==> config.mk <==
export PLATFORM = sky130hd
export DESIGN_NAME = adaptive_gain_product_mixer_top
export DESIGN_NICKNAME = d
export VERILOG_FILES = /design/src/rtl/agpm_pkg.sv /design/src/rtl/agpm_seq.sv /design/src/rtl/agpm_datapath.sv /design/src/rtl/adaptive_gain_product_mixer_top.sv
export SDC_FILE = /design/constraint.sdc
export NUM_CORES = 2
export LEC_CHECK = 0
export BUFFER_PORTS_ARGS = -buffer_cell sky130_fd_sc_hd__buf_2
export CAP_MARGIN = 20
export CORE_MARGIN = 1
export CORE_UTILIZATION = 28
export CTS_CLUSTER_DIAMETER = 60
export DETAILED_ROUTE_END_ITERATION = 6
export PLACE_DENSITY = 0.54
export SETUP_SLACK_MARGIN = 0.1
export SLEW_MARGIN = 20
export SYNTH_ARGS = -nofsm -noshare
export SYNTH_HDL_FRONTEND = slang
export SYNTH_HIERARCHICAL = 1
export SYNTH_SLANG_ARGS = --single-unit
==> constraint.sdc <==
create_clock -name clk_i -period 17.7 [get_ports clk_i]
set_clock_uncertainty 0.15 [all_clocks]
set_input_delay 3.54 -clock clk_i [delete_from_list [all_inputs] [get_ports clk_i]]
set_output_delay 3.54 -clock clk_i [all_outputs]
set_load 0.01 [all_outputs]
==> src/rtl/agpm_pkg.sv <==
// ----------------------------------------------------------------------------
// agpm_pkg
// Shared types, constants and the microcode store of the gain product mixer.
// ----------------------------------------------------------------------------
package agpm_pkg;

  localparam int unsigned PC_W = 3;

  localparam logic [31:0] GAIN_RESET    = 32'h8000_0000;
  localparam logic [31:0] CEIL_RESET    = 32'h8000_0000;
  localparam logic [4:0]  SHIFT_RESET   = 5'd20;
  localparam logic [31:0] DIV_REM_INIT  = 32'h4000_0000;
  localparam logic [4:0]  DIV_LAST_BIT  = 5'd31;

  localparam logic REG_SCALE_CEILING = 1'b0;
  localparam logic REG_GROWTH_SHIFT  = 1'b1;

  typedef enum logic [2:0] {
    OP_IDLE,
    OP_MUL_P,
    OP_MUL_PG,
    OP_TEST,
    OP_DIV_STEP,
    OP_MUL_Q,
    OP_EMIT,
    OP_NOP
  } op_e;

  typedef enum logic [2:0] {
    COND_NEVER,
    COND_NO_INPUT,
    COND_NOT_OVER,
    COND_CNT_NZ,
    COND_OUT_BUSY,
    COND_ALWAYS
  } cond_e;

  typedef struct packed {
    op_e             op;
    cond_e           cond;
    logic [PC_W-1:0] target;
  } ctrl_t;

  typedef struct packed {
    logic in_valid;
    logic over;
    logic cnt_nz;
    logic out_busy;
  } flags_t;

  function automatic ctrl_t rom_word(input logic [PC_W-1:0] pc);
    ctrl_t w;
    case (pc)
      3'd0:    w = '{op: OP_IDLE,     cond: COND_NO_INPUT, target: 3'd0};
      3'd1:    w = '{op: OP_MUL_P,    cond: COND_NEVER,    target: 3'd0};
      3'd2:    w = '{op: OP_MUL_PG,   cond: COND_NEVER,    target: 3'd0};
      3'd3:    w = '{op: OP_TEST,     cond: COND_NOT_OVER, target: 3'd5};
      3'd4:    w = '{op: OP_DIV_STEP, cond: COND_CNT_NZ,   target: 3'd4};
      3'd5:    w = '{op: OP_MUL_Q,    cond: COND_NEVER,    target: 3'd0};
      3'd6:    w = '{op: OP_EMIT,     cond: COND_OUT_BUSY, target: 3'd6};
      default: w = '{op: OP_NOP,      cond: COND_ALWAYS,   target: 3'd0};
    endcase
    return w;
  endfunction

endpackage

==> src/rtl/agpm_seq.sv <==
// ----------------------------------------------------------------------------
// agpm_seq
// Step counter and microcode store; issues one control word per cycle.
// ----------------------------------------------------------------------------
module agpm_seq
  import agpm_pkg::*;
(
  input  logic   clk_i,
  input  logic   rst_ni,
  input  flags_t flags_i,
  output ctrl_t  ctrl_o
);

  logic [PC_W-1:0] pc_q, pc_d;
  logic            take;

  assign ctrl_o = rom_word(pc_q);

  always_comb begin
    case (ctrl_o.cond)
      COND_NEVER:    take = 1'b0;
      COND_NO_INPUT: take = !flags_i.in_valid;
      COND_NOT_OVER: take = !flags_i.over;
      COND_CNT_NZ:   take = flags_i.cnt_nz;
      COND_OUT_BUSY: take = flags_i.out_busy;
      COND_ALWAYS:   take = 1'b1;
      default:       take = 1'b1;
    endcase
    pc_d = take ? ctrl_o.target : pc_q + 1'b1;
  end

  always_ff @(posedge clk_i or negedge rst_ni) begin
    if (!rst_ni) begin
      pc_q <= '0;
    end else begin
      pc_q <= pc_d;
    end
  end

endmodule

==> src/rtl/agpm_datapath.sv <==
// ----------------------------------------------------------------------------
// agpm_datapath
// Shared multiplier, restoring divider step, gain bank and output register.
// ----------------------------------------------------------------------------
module agpm_datapath
  import agpm_pkg::*;
#(
  parameter int unsigned CHANNELS = 2
) (
  input  logic        clk_i,
  input  logic        rst_ni,
  input  ctrl_t       ctrl_i,
  output flags_t      flags_o,
  input  logic [31:0] ceiling_i,
  input  logic [4:0]  shift_i,
  input  logic        in_valid_i,
  output logic        in_ready_o,
  input  logic [15:0] sample_first_i,
  input  logic [15:0] sample_second_i,
  output logic        out_valid_o,
  input  logic        out_ready_i,
  output logic [15:0] mixed_sample_o,
  output logic        gain_cut_o
);

  localparam int unsigned CH_W = (CHANNELS > 1) ? $clog2(CHANNELS) : 1;
  localparam logic [CH_W-1:0] CH_LAST = CH_W'(CHANNELS - 1);

  logic [31:0]     gain_q [CHANNELS];
  logic [CH_W-1:0] ch_q;
  logic            out_valid_q;
  logic [15:0]     ua_q, ub_q;
  logic [31:0]     p_q, g_q, rem_q;
  logic [63:0]     prod_q;
  logic [4:0]      cnt_q;
  logic            cut_q;
  logic [15:0]     mixed_q;
  logic            gcut_q;

  logic [31:0] mul_a, mul_b;
  logic [63:0] mul_res;
  logic        accept, over, out_busy, emit;
  logic [32:0] grown, rem2, rem_sub;
  logic        ge;
  logic [17:0] v;
  logic        frac;
  logic [15:0] y;

  assign in_ready_o = (ctrl_i.op == OP_IDLE);
  assign accept     = in_valid_i && in_ready_o;
  assign out_busy   = out_valid_q && !out_ready_i;
  assign emit       = (ctrl_i.op == OP_EMIT) && !out_busy;
  assign over       = prod_q[63] || (prod_q[62] && (|prod_q[61:0]));

  assign flags_o = '{in_valid: in_valid_i, over: over, cnt_nz: (cnt_q != '0),
                     out_busy: out_busy};

  always_comb begin
    case (ctrl_i.op)
      OP_MUL_P: begin
        mul_a = {16'd0, ua_q};
        mul_b = {16'd0, ub_q};
      end
      OP_MUL_PG: begin
        mul_a = prod_q[31:0];
        mul_b = g_q;
      end
      default: begin
        mul_a = p_q;
        mul_b = g_q;
      end
    endcase
    mul_res = 64'(mul_a) * 64'(mul_b);
  end

  assign grown   = {1'b0, g_q} + {1'b0, g_q >> shift_i};
  assign rem2    = {rem_q, 1'b0};
  assign ge      = rem2 >= {1'b0, p_q};
  assign rem_sub = rem2 - {1'b0, p_q};

  always_comb begin
    v    = prod_q[63:46];
    frac = |prod_q[45:0];
    if (v[17:16] != 2'b00) begin
      y = 16'h7FFF;
    end else begin
      y = {~v[15], v[14:0]} + {15'd0, (!v[15] && frac)};
    end
  end

  always_ff @(posedge clk_i or negedge rst_ni) begin
    if (!rst_ni) begin
      for (int k = 0; k < CHANNELS; k++) begin
        gain_q[k] <= GAIN_RESET;
      end
      ch_q        <= '0;
      out_valid_q <= 1'b0;
    end else begin
      if (ctrl_i.op == OP_MUL_Q) begin
        gain_q[ch_q] <= g_q;
      end
      if (emit) begin
        out_valid_q <= 1'b1;
        ch_q        <= (ch_q == CH_LAST) ? '0 : ch_q + 1'b1;
      end else if (out_ready_i) begin
        out_valid_q <= 1'b0;
      end
    end
  end

  always_ff @(posedge clk_i) begin
    case (ctrl_i.op)
      OP_IDLE: begin
        if (accept) begin
          ua_q <= sample_first_i ^ 16'h8000;
          ub_q <= sample_second_i ^ 16'h8000;
          g_q  <= gain_q[ch_q];
        end
      end
      OP_MUL_P: prod_q <= mul_res;
      OP_MUL_PG: begin
        p_q    <= prod_q[31:0];
        prod_q <= mul_res;
      end
      OP_TEST: begin
        if (over) begin
          rem_q <= DIV_REM_INIT;
          cnt_q <= DIV_LAST_BIT;
          cut_q <= 1'b1;
        end else begin
          cut_q <= 1'b0;
          if (g_q > ceiling_i) begin
            g_q <= ceiling_i;
          end else begin
            g_q <= grown[32] ? 32'hFFFF_FFFF : grown[31:0];
          end
        end
      end
      OP_DIV_STEP: begin
        rem_q <= ge ? rem_sub[31:0] : rem2[31:0];
        g_q   <= {g_q[30:0], ge};
        cnt_q <= cnt_q - 1'b1;
      end
      OP_MUL_Q: prod_q <= mul_res;
      OP_EMIT: begin
        if (emit) begin
          mixed_q <= y;
          gcut_q  <= cut_q;
        end
      end
      default: ;
    endcase
  end

  assign out_valid_o    = out_valid_q;
  assign mixed_sample_o = mixed_q;
  assign gain_cut_o     = gcut_q;

endmodule

==> src/rtl/adaptive_gain_product_mixer_top.sv <==
// ----------------------------------------------------------------------------
// adaptive_gain_product_mixer_top
// Mixes sample pairs by product with an adaptive per-channel gain.
// ----------------------------------------------------------------------------
// channel   dir  handshake               payload
// s_axis    in   tvalid/tready           tdata: sample_first, sample_second
// m_axis    out  tvalid/tready           tdata: mixed_sample; tuser: gain_cut
// cfg       in   cfg_we_i                cfg_idx_i, cfg_data_i
//
// When the gain is cut, the reciprocal comes from a restoring divider stepping
// one quotient bit per cycle. One word is in work at a time. Reset restores
// gains to 2.0, the default registers and channel zero. A result that has not
// moved holds the sequencer at the emit step of the next word; that next word
// is still taken while the result waits.
// ----------------------------------------------------------------------------
module adaptive_gain_product_mixer_top
  import agpm_pkg::*;
#(
  parameter int unsigned CHANNELS = 2
) (
  input  logic        clk_i,
  input  logic        rst_ni,
  input  logic        s_axis_tvalid,
  output logic        s_axis_tready,
  input  logic [31:0] s_axis_tdata,   // [15:0] sample_first, [31:16] sample_second
  output logic        m_axis_tvalid,
  input  logic        m_axis_tready,
  output logic [15:0] m_axis_tdata,   // [15:0] mixed_sample
  output logic        m_axis_tuser,   // [0] gain_cut
  input  logic        cfg_we_i,
  input  logic        cfg_idx_i,
  input  logic [31:0] cfg_data_i
);

  logic [31:0] ceiling_q;
  logic [4:0]  shift_q;
  ctrl_t       ctrl;
  flags_t      flags;

  always_ff @(posedge clk_i or negedge rst_ni) begin
    if (!rst_ni) begin
      ceiling_q <= CEIL_RESET;
      shift_q   <= SHIFT_RESET;
    end else if (cfg_we_i) begin
      case (cfg_idx_i)
        REG_SCALE_CEILING: ceiling_q <= cfg_data_i;
        REG_GROWTH_SHIFT:  shift_q   <= cfg_data_i[4:0];
        default: ;
      endcase
    end
  end

  agpm_seq u_seq (
    .clk_i   (clk_i),
    .rst_ni  (rst_ni),
    .flags_i (flags),
    .ctrl_o  (ctrl)
  );

  agpm_datapath #(
    .CHANNELS (CHANNELS)
  ) u_datapath (
    .clk_i           (clk_i),
    .rst_ni          (rst_ni),
    .ctrl_i          (ctrl),
    .flags_o         (flags),
    .ceiling_i       (ceiling_q),
    .shift_i         (shift_q),
    .in_valid_i      (s_axis_tvalid),
    .in_ready_o      (s_axis_tready),
    .sample_first_i  (s_axis_tdata[15:0]),
    .sample_second_i (s_axis_tdata[31:16]),
    .out_valid_o     (m_axis_tvalid),
    .out_ready_i     (m_axis_tready),
    .mixed_sample_o  (m_axis_tdata),
    .gain_cut_o      (m_axis_tuser)
  );

endmodule
Word level (Yosys, flattened, before mapping)
Cells that the tools add are included.

Register bits: 321. Input port bits: 70. Output and inout port bits: 19.

Add/sub/neg operators: 6. Multipliers: 1. Magnitude comparators: 4. Equality and inequality tests: 19. Shift operators: 1. Muxes and demuxes: 25. Bitwise operators: 5. Reduce and logical (&&, ||, !) cells: 29.

Operators by type and width (number): $mux W32 (11); $pmux W32 S2 (2); $pmux W32 S3 (1); $bwmux W64 (1); $mul A32 B32 Y64 (1); $pmux W9 S7 (1); $reduce_or A62 Y1 (1); $reduce_or A46 Y1 (1); $add A32 B32 Y33 (1); $ge A33 B32 Y1 (1); $demux W32 S1 (1); $gt A32 B32 Y1 (1); $shr A32 B5 Y32 (1); $sub A32 B32 Y32 (1); $eq A3 B3 Y1 const B (7); $eq A3 B2 Y1 const B (6); $add A16 B1 Y16 (1); $pmux W5 S2 (1); $reduce_and A2 Y1 (5); $eq A3 B1 Y1 const B (3); $logic_not A3 Y1 (3); $logic_and A1 B1 Y1 (6); $reduce_bool A2 Y1 (3); $logic_not A1 Y1 (5); 18 further kinds (25).

Longest topological paths before layout
Word-level depth: 6. Mapped depth: 42. Depth with buffers taken out: 37.

Modules after synthesis
Netlist, hierarchy kept.

Modules (own cells, without submodules): agpm_datapath (times used 1, cells an instance 5430, area each 49797.8 µm²); adaptive_gain_product_mixer_top (times used 1, cells an instance 80, area each 1547.7 µm²); agpm_seq (times used 1, cells an instance 45, area each 376.6 µm²).

Least setup slack after synthesis
OpenSTA, ideal clock, no wires.

Path kind: reg2reg. Start: register u_seq.pc_q[1]. End: register u_datapath.prod_q[60], data pin. Library setup time: 270 ps. Data arrival time: 10111 ps. Required time: 17280 ps. Setup slack: 7169 ps. Cell stages (with the launch flop): 36. Path buffers: 6. Clock period less this slack: 10531 ps. Cells stage by stage: dfrtp_1 inv_1 ha_1 buf_6 nor3_1 a21oi_1 clkbuf_1 nor3b_1 clkbuf_1 clkbuf_1 buf_1 a22oi_1 nor2_1 fa_1 inv_1 fa_1 fa_1 fa_1 inv_1 fa_1 fa_1 fa_1 inv_1 fa_1 inv_1 ha_1 clkbuf_1 nand4_1 nor2_1 and3_1 o21ai_1 a21oi_2 o21ai_1 o41ai_2 a221o_1 o311ai_1.

RTL lines: start: declaration (line agpm_seq.sv:14) `logic [PC_W-1:0] pc_q, pc_d;`; start signal: assignment (line agpm_seq.sv:36) `pc_q <= pc_d;`; end signal: assignment (line agpm_datapath.sv:120) `OP_MUL_P: prod_q <= mul_res;`; end signal: assignment (line agpm_datapath.sv:123) `prod_q <= mul_res;`; end signal: assignment (line agpm_datapath.sv:144) `OP_MUL_Q: prod_q <= mul_res;`; end: declaration (line agpm_datapath.sv:34) `logic [63:0] prod_q;`.

==> run metrics <==
die height=431.7 um; clock root cell=clkbuf_16; final hold violation count=0; via count=40010; Initial DRC Count=3256; most frequent cells in the layout=inv_1 (966), fa_1 (898), nand2_1 (760); Hold Slack=0.2732 ns; Ys Warns=6; chip width=431.7 um; vias in the first global route=41990; Mapped Cells=5552; clock latency on the worst-skew pair=0.65 ns; First-pass DRT Iterations=7; RD Place Congestion=0.9600; Post-route DRC=3; share of cells above drive strength 1=8.666%; DRT antenna net count=0; Post-DP Area=0.05506 sq mm; PortBufs=88; DP Wirelength=143.7 mm; Post-Syn Area per Cell=9.314 sq um; Slew @ Worst Pin=1.180 ns; initial antenna violation count=8; most common cell after layout, fill and taps aside=inv_1; Worst slew margin=21.33%; crit path DAT=12.67 ns; Bufs and invs on worst path=10; Syn Nets=6887; Final Max Tran Viols=0; Setup crit end kind=register; Max H-tree Level=2; CP Data Required Time=17.93 ns; Total Neg Setup Slack=0 ns; failing checks=DRC; Max Cap Viol=0; Final Instance Area=0.05673 sq mm; most frequent CP cell=fa_1; num rows=157; Post-Route WL=176.8 mm; fin crit period=12.44 ns; critical path class=reg2reg; fmax=80.37 MHz; max incr delay on CP=0.83 ns; Worst path slowest cell=a21oi_1; Setup Buffers After CTS=0; element type at the critical path start=register; setup violators final=0; cells resized by post-CTS repair=0; CP delay by family, top=adder cells; filler cell count=19170; first-pass GRT wire length=269.5 mm; Sink Count=321; status=finished, violations left; area added between synthesis and finish=9.708%; Nets=6859; CTS Hold Buffers Added=0; clk slew on worst S/H paths=0.06 ns; Final Util=30.95%; initial core utilization=28.21%; Final Cycle Share=70.30%; total track usage=19.25%; grt ovf=0; DR vias/cell=4.983; RSZ-0062 raised after global routing=false; TritonCTS clock tree=done; largest net degree at the start of global routing=82; WL/cell=22.03 um; Core Area=0.1833 sq mm; num ports=89; cts bufs inserted=48; CTS Buffer Depth=3; full die area=0.1864 sq mm; Min-Delay Path Class=reg2reg; Post-Syn Area=0.05171 sq mm; Crit Path Max Fanout=64
## routing by layer
| metal | wire, um | track usage (%) |
|---|---|---|
| met5 | 14 | 0 |
| met4 | 6091 | 6.174 |
| met3 | 12710 | 3.131 |
| met2 | 80890 | 31.03 |
| met1 | 77150 | 26.25 |
## stage by stage
step                instances  setup WS [ns]
floorplan                5552          7.169
global placement         7935          5.516
detailed placement       7936          5.267
CTS                      8024          5.193
global route             8026          4.548
finish                   8029          5.257
## flip-flops by register name (all words and copies together), names as in the netlist, 3 cells and up
| signal | flops |
|---|---|
| u_datapath/prod_q | 64 |
| u_datapath/ub_q | 16 |
| u_datapath/cnt_q | 5 |
| u_datapath/p_q | 32 |
| u_datapath/rem_q | 32 |
| u_datapath/gain_q | 64 |
| ceiling_q | 32 |
| u_datapath/g_q | 32 |
| u_datapath/mixed_sample_o | 16 |
| u_seq/pc_q | 3 |
| u_datapath/ua_q | 16 |
| shift_q | 5 |
## path summary, 6_finish.rpt
kind                       cells after the start              from  slack (ns)               endpoint
setup / recovery                              37     u_seq/pc_q[1]        5.26  u_datapath/prod_q[57]
hold / removal                                 0  u_datapath/cut_q        0.27  u_datapath/gain_cut_o
setup reg to reg                              37     u_seq/pc_q[1]        5.26  u_datapath/prod_q[57]
hold reg to reg                                0  u_datapath/cut_q        0.27  u_datapath/gain_cut_o
max in group asynchronous                      2            rst_ni       13.36        u_datapath/ch_q
min in group asynchronous                      1            rst_ni        2.75           ceiling_q[8]
## cell type report
type	instances	area, sq um	share of cell area (%)
inverter	968	3633	6.405
tap	2464	3083	5.434
clock inverter	34	372.9	0.6572
timing repair buffer	206	1353	2.384
sequential	321	9116	16.07
clock buffer	54	1255	2.212
multi-input combinational	3979	37910	66.82
antenna	3	7.507	0.01323
Power is left out: the tool's default activity adds up to more than one toggle a clock period on the data nets, which glitch-free logic cannot reach.
